## src/rtl/bmm_pkg.sv

```systemverilog
// types, codes and constants of the block matrix multiplier
`default_nettype none

package bmm_pkg;

    // default sizes
    localparam int ROWS_MAX_DEF  = 8;
    localparam int INNER_MAX_DEF = 64;
    localparam int COLS_MAX_DEF  = 8;
    localparam int ELEM_BITS_DEF = 16;

    // fixed field widths
    localparam int KIND_W      = 2;
    localparam int IDX_W       = 6;
    localparam int OUT_IDX_W   = 3;
    localparam int VALUE_W     = 38;
    localparam int ROWS_CFG_W  = 4;
    localparam int INNER_CFG_W = 7;
    localparam int COLS_CFG_W  = 4;
    localparam int CFG_ADDR_W  = 2;
    localparam int CFG_DATA_W  = 7;

    // input word kinds
    localparam logic [KIND_W-1:0] KIND_LOAD_A = 2'd0;
    localparam logic [KIND_W-1:0] KIND_LOAD_B = 2'd1;
    localparam logic [KIND_W-1:0] KIND_START  = 2'd2;

    // configuration register indexes
    localparam logic [CFG_ADDR_W-1:0] CFG_ROWS  = 2'd0;
    localparam logic [CFG_ADDR_W-1:0] CFG_INNER = 2'd1;
    localparam logic [CFG_ADDR_W-1:0] CFG_COLS  = 2'd2;

    // configuration reset values
    localparam logic [ROWS_CFG_W-1:0]  ROWS_RESET  = 4'd8;
    localparam logic [INNER_CFG_W-1:0] INNER_RESET = 7'd64;
    localparam logic [COLS_CFG_W-1:0]  COLS_RESET  = 4'd8;

    // commands from controller to datapath
    typedef struct packed {
        logic wr_a;
        logic wr_b;
        logic clear;
        logic issue;
        logic emit;
        logic last;
    } ctrl_cmd_t;

    // status from datapath to controller
    typedef struct packed {
        logic pipe_busy;
        logic out_free;
    } dp_status_t;

endpackage

`default_nettype wire

```

## src/rtl/bmm_ctrl.sv

```systemverilog
// controller: configuration registers, loop counters and sequencing fsm
`default_nettype none

module bmm_ctrl #(
    parameter int ROWS_MAX  = bmm_pkg::ROWS_MAX_DEF,
    parameter int INNER_MAX = bmm_pkg::INNER_MAX_DEF,
    parameter int COLS_MAX  = bmm_pkg::COLS_MAX_DEF,
    parameter int ROW_W     = (ROWS_MAX > 1) ? $clog2(ROWS_MAX) : 1,
    parameter int COL_W     = (COLS_MAX > 1) ? $clog2(COLS_MAX) : 1,
    parameter int J_W       = (INNER_MAX > 1) ? $clog2(INNER_MAX) : 1
) (
    input  wire logic                             aclk,
    input  wire logic                             aresetn,
    input  wire logic                             s_valid,
    input  wire logic [bmm_pkg::KIND_W-1:0]       s_kind,
    output logic                                  s_ready,
    input  wire logic                             cfg_we,
    input  wire logic [bmm_pkg::CFG_ADDR_W-1:0]   cfg_addr,
    input  wire logic [bmm_pkg::CFG_DATA_W-1:0]   cfg_wdata,
    output bmm_pkg::ctrl_cmd_t                    cmd,
    input  wire bmm_pkg::dp_status_t              status,
    output logic      [ROW_W-1:0]                 row_idx,
    output logic      [COL_W-1:0]                 col_idx,
    output logic      [J_W-1:0]                   inner_idx
);

    import bmm_pkg::*;

    localparam int NR_W = $clog2(ROWS_MAX + 1);
    localparam int NI_W = $clog2(INNER_MAX + 1);
    localparam int NC_W = $clog2(COLS_MAX + 1);

    typedef enum logic [1:0] {
        ST_IDLE,
        ST_ELEM,
        ST_MAC,
        ST_WAIT
    } state_t;

    state_t                 state_reg, state_next;
    logic [ROWS_CFG_W-1:0]  rows_reg, rows_next;
    logic [INNER_CFG_W-1:0] inner_reg, inner_next;
    logic [COLS_CFG_W-1:0]  cols_reg, cols_next;
    logic [NR_W-1:0]        nr_reg, nr_next;
    logic [NI_W-1:0]        ni_reg, ni_next;
    logic [NC_W-1:0]        nc_reg, nc_next;
    logic [ROW_W-1:0]       r_reg, r_next;
    logic [COL_W-1:0]       c_reg, c_next;
    logic [J_W-1:0]         j_reg, j_next;
    logic                   row_end;
    logic                   col_end;

    assign row_end   = (NR_W'(r_reg) + NR_W'(1)) == nr_reg;
    assign col_end   = (NC_W'(c_reg) + NC_W'(1)) == nc_reg;
    assign row_idx   = r_reg;
    assign col_idx   = c_reg;
    assign inner_idx = j_reg;

    // next state, counters and commands
    always_comb begin
        state_next = state_reg;
        rows_next  = rows_reg;
        inner_next = inner_reg;
        cols_next  = cols_reg;
        nr_next    = nr_reg;
        ni_next    = ni_reg;
        nc_next    = nc_reg;
        r_next     = r_reg;
        c_next     = c_reg;
        j_next     = j_reg;
        cmd        = '0;
        s_ready    = (state_reg == ST_IDLE);

        // register writes, only while idle by contract
        if (cfg_we) begin
            case (cfg_addr)
                CFG_ROWS:  rows_next  = ROWS_CFG_W'(cfg_wdata);
                CFG_INNER: inner_next = INNER_CFG_W'(cfg_wdata);
                CFG_COLS:  cols_next  = COLS_CFG_W'(cfg_wdata);
                default: ;
            endcase
        end

        case (state_reg)
            ST_IDLE: begin
                if (s_valid) begin
                    case (s_kind)
                        KIND_LOAD_A: cmd.wr_a = 1'b1;
                        KIND_LOAD_B: cmd.wr_b = 1'b1;
                        KIND_START: begin
                            // saturate dimensions to the store sizes
                            nr_next = (rows_reg > ROWS_MAX) ? NR_W'(ROWS_MAX) : NR_W'(rows_reg);
                            ni_next = (inner_reg > INNER_MAX) ? NI_W'(INNER_MAX)
                                                              : NI_W'(inner_reg);
                            nc_next = (cols_reg > COLS_MAX) ? NC_W'(COLS_MAX) : NC_W'(cols_reg);
                            r_next  = '0;
                            c_next  = '0;
                            if (nr_next != '0 && nc_next != '0) begin
                                state_next = ST_ELEM;
                            end
                        end
                        default: ;
                    endcase
                end
            end
            ST_ELEM: begin
                // start of one c element
                cmd.clear  = 1'b1;
                j_next     = '0;
                state_next = (ni_reg == '0) ? ST_WAIT : ST_MAC;
            end
            ST_MAC: begin
                cmd.issue = 1'b1;
                if ((NI_W'(j_reg) + NI_W'(1)) == ni_reg) begin
                    state_next = ST_WAIT;
                end else begin
                    j_next = j_reg + J_W'(1);
                end
            end
            ST_WAIT: begin
                // drain the mac pipe, then hand the sum to the output register
                if (!status.pipe_busy && status.out_free) begin
                    cmd.emit = 1'b1;
                    cmd.last = row_end && col_end;
                    if (row_end && col_end) begin
                        state_next = ST_IDLE;
                    end else begin
                        state_next = ST_ELEM;
                        if (col_end) begin
                            c_next = '0;
                            r_next = r_reg + ROW_W'(1);
                        end else begin
                            c_next = c_reg + COL_W'(1);
                        end
                    end
                end
            end
            default: state_next = ST_IDLE;
        endcase
    end

    // state and registers
    always_ff @(posedge aclk) begin
        if (!aresetn) begin
            state_reg <= ST_IDLE;
            rows_reg  <= ROWS_RESET;
            inner_reg <= INNER_RESET;
            cols_reg  <= COLS_RESET;
            nr_reg    <= '0;
            ni_reg    <= '0;
            nc_reg    <= '0;
            r_reg     <= '0;
            c_reg     <= '0;
            j_reg     <= '0;
        end else begin
            state_reg <= state_next;
            rows_reg  <= rows_next;
            inner_reg <= inner_next;
            cols_reg  <= cols_next;
            nr_reg    <= nr_next;
            ni_reg    <= ni_next;
            nc_reg    <= nc_next;
            r_reg     <= r_next;
            c_reg     <= c_next;
            j_reg     <= j_next;
        end
    end

endmodule

`default_nettype wire

```

## config.mk

```make
export PLATFORM = sky130hd
export DESIGN_NAME = bmm_ctrl
export DESIGN_NICKNAME = d
export VERILOG_FILES = /design/src/rtl/bmm_pkg.sv /design/src/rtl/bmm_ctrl.sv
export SDC_FILE = /design/constraint.sdc
export NUM_CORES = 1
export LEC_CHECK = 0
export BUFFER_PORTS_ARGS = -buffer_cell sky130_fd_sc_hd__buf_2
export CAP_MARGIN = 5
export CORE_UTILIZATION = 60
export DETAILED_ROUTE_END_ITERATION = 6
export PLACE_DENSITY = 0.84
export SLEW_MARGIN = 20
export SYNTH_ARGS = -nofsm -noshare
export SYNTH_HDL_FRONTEND = slang
export SYNTH_SLANG_ARGS = --single-unit
```

## constraint.sdc

```tcl
create_clock -name aclk -period 3.8 [get_ports aclk]
set_input_delay 0.76 -clock aclk [delete_from_list [all_inputs] [get_ports aclk]]
set_output_delay 0.76 -clock aclk [all_outputs]
set_load 0.05 [all_outputs]
```

# After elaboration in Yosys (flattened, before gate mapping)
# Cells that the tools add are included.
dict set report classes {
  addsub 6
  n_lt_le_gt_ge 3
  eq_ne 18
  muxes 31
  reduce_logical 20
}
# cell n
set ops {}
lappend ops {{$mux 3} 8}
lappend ops {{$mux 2} 9}
lappend ops {{$ne 2x2->1 const B} 6}
lappend ops {{$pmux 3 s2} 2}
lappend ops {{$pmux 6 s2} 1}
lappend ops {{$reduce_and 5->1} 2}
lappend ops {{$add 3x1->4 const B} 2}
lappend ops {{$eq 2x2->1 const B} 4}
lappend ops {{$eq 4x4->1} 2}
lappend ops {{$gt 4x4->1 const B} 2}
lappend ops {{$mux 4} 2}
lappend ops {{$pmux 2 s4} 1}
lappend ops {{$reduce_and 2->1} 4}
lappend ops {{$reduce_bool 4->1} 2}
lappend ops {{$add 6x1->7 const B} 1}
lappend ops {{$eq 7x7->1} 1}
lappend ops {{$gt 7x7->1 const B} 1}
lappend ops {{$logic_not 7->1} 1}
lappend ops {{$mux 7} 1}
lappend ops {{$add 3x1->3 const B} 2}
lappend ops {{$add 6x1->6 const B} 1}
lappend ops {{$eq 2x1->1 const B} 3}
lappend ops {{$logic_not 2->1} 3}
lappend ops {{$mux 1} 6}
lappend ops {{7 further kinds} 11}
dict set report totals {
  register_bits 44
  inputBits 17
  word_cells 88
}

# Longest topological paths before layout
dict set report logic_depth {
  ltp_word 8
  depth_mapped 7
  ltp_nobuf 7
}

# Worst setup path before layout
# OpenSTA, ideal clock, no wires.
dict set report synth_timing {
  kind {register to output}
  startpoint {reg state_reg[0]}
  endpoint {out cmd[0] in the netlist's numbering}
  arrival_time_ns 2.602
  setup_slack_ns 0.438
  stages_incl_launch_ff 6
  path_cell_list {dfxtp_1 > ha_1 > clkbuf_1 > inv_1 > nor3_1 > and3_1}
}
# item line
set synth_rtl {}
lappend synth_rtl {{start, declared} bmm_ctrl.sv:40} ;# state_t state_reg, state_next;
lappend synth_rtl {{start signal, assigned} bmm_ctrl.sv:156} ;# state_reg <= state_next;
lappend synth_rtl {{end, declared} bmm_ctrl.sv:20} ;# output bmm_pkg::ctrl_cmd_t cmd,

==> metrics.csv <==
stage,metric,value,unit
outcome,status,finished clean,
timing,Tcrit/Tclk final,82.43,%
placed_design,dpl hpwl,3.609,mm
drt,total wire length,5.024,mm
global_routing,initial antenna violation count,0,
drt,Avg WL per Cell,14.65,um
clock_tree,clk_lat worst skew,0.30,ns
yosys,synthesized flop and latch total,44,
global_routing,largest net degree at the start of global routing,29,
yosys,"FFs w/ async S/R, synth",0,%
yosys,Area contributors post-synth,"dfxtp_1 (37%), mux2i_1 (9.3%), nor2_1 (4.8%)",
power_and_ir_drop,clock power share,32.9,%
drt,Vias/cell,5.895,
clock_tree,CTS tree,yes,
yosys,Synth area leader,dfxtp_1,
layout,area grow syn2layout,13.81,%
timing,# setup viols final,0,
layout,fin nets,318,
setup_path,"Req. time, crit path",3.04,ns
power_and_ir_drop,Sw Ratio,31.79,%
worst_hold_path,worst hold path stage count,2,
drt,drc violations,0,
timing,RSZ-0062 raised after global routing,no,
yosys,"Primary FF master, synth",dfxtp_1,
clock_tree,clk root buf,clkbuf_8,
floorplan,Die ar.,4196,sq um
layout,"Non-Filler Cell Area, Final",2691,sq um
yosys,post-synthesis instance area,2365,sq um
setup_path,worst-path fanout max,7,
timing,Max Clock Skew,0.005706,ns
worst_hold_path,"Endpoint, Worst Hold",inner_reg[2]$_SDFFE_PN0P_,
floorplan,die height,64.78,um
timing,shortest period the worst path allows,3.132,ns
drt,ANT nets after route,0,
power_and_ir_drop,switching power,0.3782,mW
timing,Slew HR,49.25,%
clock_tree,Post-CTS Hold Fix Bufs,0,
clock_tree,# Post-CTS Setup Buffers,0,
global_routing,global-route total usage across every layer,26.20,%
setup_path,R2R setup slack,1.43,ns
floorplan,num ports,36,
clock_tree,H-tree levels,2,
layout,Ant. Diodes,0,
power_and_ir_drop,Reg power frac,42.2,%
yosys,synth unique cells,53,
layout,"commonest non-fill, non-tap cell in the layout",dfxtp_1,
layout,share of post-route cells with drive strength above 1,18.64,%
global_routing,first-pass GRT wire length,8.576,mm
drt,first-pass iteration count of the detailed router,4,
worst_hold_path,hold_sp,inner_reg[2]$_SDFFE_PN0P_,
yosys,warnings from Yosys,0,
power_and_ir_drop,Static Leakage,1.175,nW
placed_design,Routability Congestion,0.8674,
worst_hold_path,hold crit path type,reg -> reg,
drt,Via Count,2022,
yosys,top cell type's share of synthesized area,37.25,%
clock_tree,clk buf depth,2,
power_and_ir_drop,Int Pwr,0.8113,mW
power_and_ir_drop,worst ir drop on vdd,0.3102,mV
setup_path,path depth of the worst reg2reg path,7,
setup_path,CP arrival,2.37,ns
floorplan,die width,64.78,um
yosys,Mean Syn Cell Area,9.026,sq um
setup_path,Critical Path Source,row_idx[0]$_SDFFE_PN0P_,
timing,Setup TNS,0,ns
timing,endpoints failing hold,0,
timing,Final Max Slew Viols,0,
power_and_ir_drop,Comb pwr share,24.9,%
job,Max Cap Viol,0,
setup_path,worst r2r src,col_idx[0]$_SDFFE_PN0P_,
timing,fmax,319.2,MHz
yosys,register area share after synthesis,37.25,%
clock_tree,clk sinks,44,
placed_design,port bufs,35,
clock_tree,cts repair resizes,0,
power_and_ir_drop,Power Dens Cells,442.0,nW/um^2
placed_design,Area after DPL,2565,sq um
floorplan,Initial Util,63.64,%
yosys,Post-Syn Nets,286,
setup_path,CP Launch Type,flop,
floorplan,Cell Rows,22,
setup_path,reg2reg end,row_idx[0]$_SDFFE_PN0P_,
floorplan,Core ar.,3716,sq um
setup_path,CP endpoint kind,output pin,
setup_path,critical path class,reg -> out,
global_routing,vias in the first global route,1870,
global_routing,total grt overflow,0,
yosys,"EDFF count, synth",0,
drt,DR iter-0 viols,167,
yosys,Mapped Cells,262,
timing,worst-margin pin slew,0.7597,ns
clock_tree,Num CTS Buffers,5,
layout,most frequent cells in the layout,"dfxtp_1 (44), buf_2 (35), nor2_1 (30)",
clock_tree,clk slew on worst S/H paths,0.08,ns
metal layers:
metal	global-route usage (%)	wire length [um]	up-vias	part of all wire, %
li1	-	-	1008	-
met1	35.46	2436	948	48
met2	41.54	2305	58	46
met3	5.106	224	8	4.5
met4	8.611	57	0	1.1
met5	0	0	-	0
kinds of logic after synthesis:
kind of cell,Yosys count,synth area share (%)
and+or+nand+nor,112,26.35
xor gates and xnor gates,14,5.979
AOI/OAI and AO/OA,43,13.70
DFF,44,37.25
adders and majority gates,7,3.704
buffers and inverters,19,3.227
muxes,23,9.788
per-stage QoR:
stage                     utilization [%]  instances  setup slack (ns)  total power [mW]  hold WS (ns)
after CTS                           72.42        343            0.6943             1.193        0.4990
after global routing                72.42        343            0.5226             1.248        0.5169
after global placement              69.02        335             1.128            0.8038        0.4701
after detailed placement            69.02        335             1.023            0.8049        0.4774
final                               72.42        343            0.6676             1.189        0.4928
after floorplan                         -        262            0.4383            0.7417        0.4550
synthesized netlist by cell type, drive strengths merged (4+ instances only):
cell     n
mux2i   22
nand3    9
xor2     7
inv      6
buf      4
a21bo    4
o211a    5
ha       7
clkbuf   8
nor2    31
nor3     7
nand2   17
dfxtp   44
nor4     7
nand3b   5
nor3b   14
a21oi   16
xnor2    7
nand2b   5
or3      4
worst max-delay path: stages, from the launching register on:
cell and delay, ns:
dfxtp_1 0.39, ha_1 0.25, xor2_1 0.16, or3_1 0.32
a211oi_1 0.46, and3_1 0.23, buf_2 0.26
worst max path at each step:
stage	endpoint	slack (ns)	cells after the start
after floorplan	cmd[0]	0.44	5
after global routing	cmd[0]	0.52	6
after global placement	cmd[0]	1.13	6
after CTS	cmd[0]	0.69	6
after detailed placement	cmd[0]	1.02	6
final	cmd[0]	0.67	6
power groups by stage:
stage | combinational [mW] | sequential, mW | clock [mW]
final | 0.296 | 0.502 | 0.392
after global routing | 0.323 | 0.505 | 0.421
after CTS | 0.295 | 0.501 | 0.396
after detailed placement | 0.293 | 0.512 | 0
after global placement | 0.293 | 0.510 | 0
after floorplan | 0.227 | 0.515 | 0
area by class of cell:
| class | count | area (sq um) |
|---|---|---|
| inverters | 7 | 26.28 |
| clock buffers | 7 | 96.34 |
| repair buffers | 37 | 190.2 |
| fillers | 289 | 1025 |
| well taps | 48 | 60.06 |
| multi-input cells | 199 | 1408 |
| flip-flops and latches | 44 | 880.8 |
| clock inverters | 1 | 30.03 |
(Power assumes the default switching activity.)
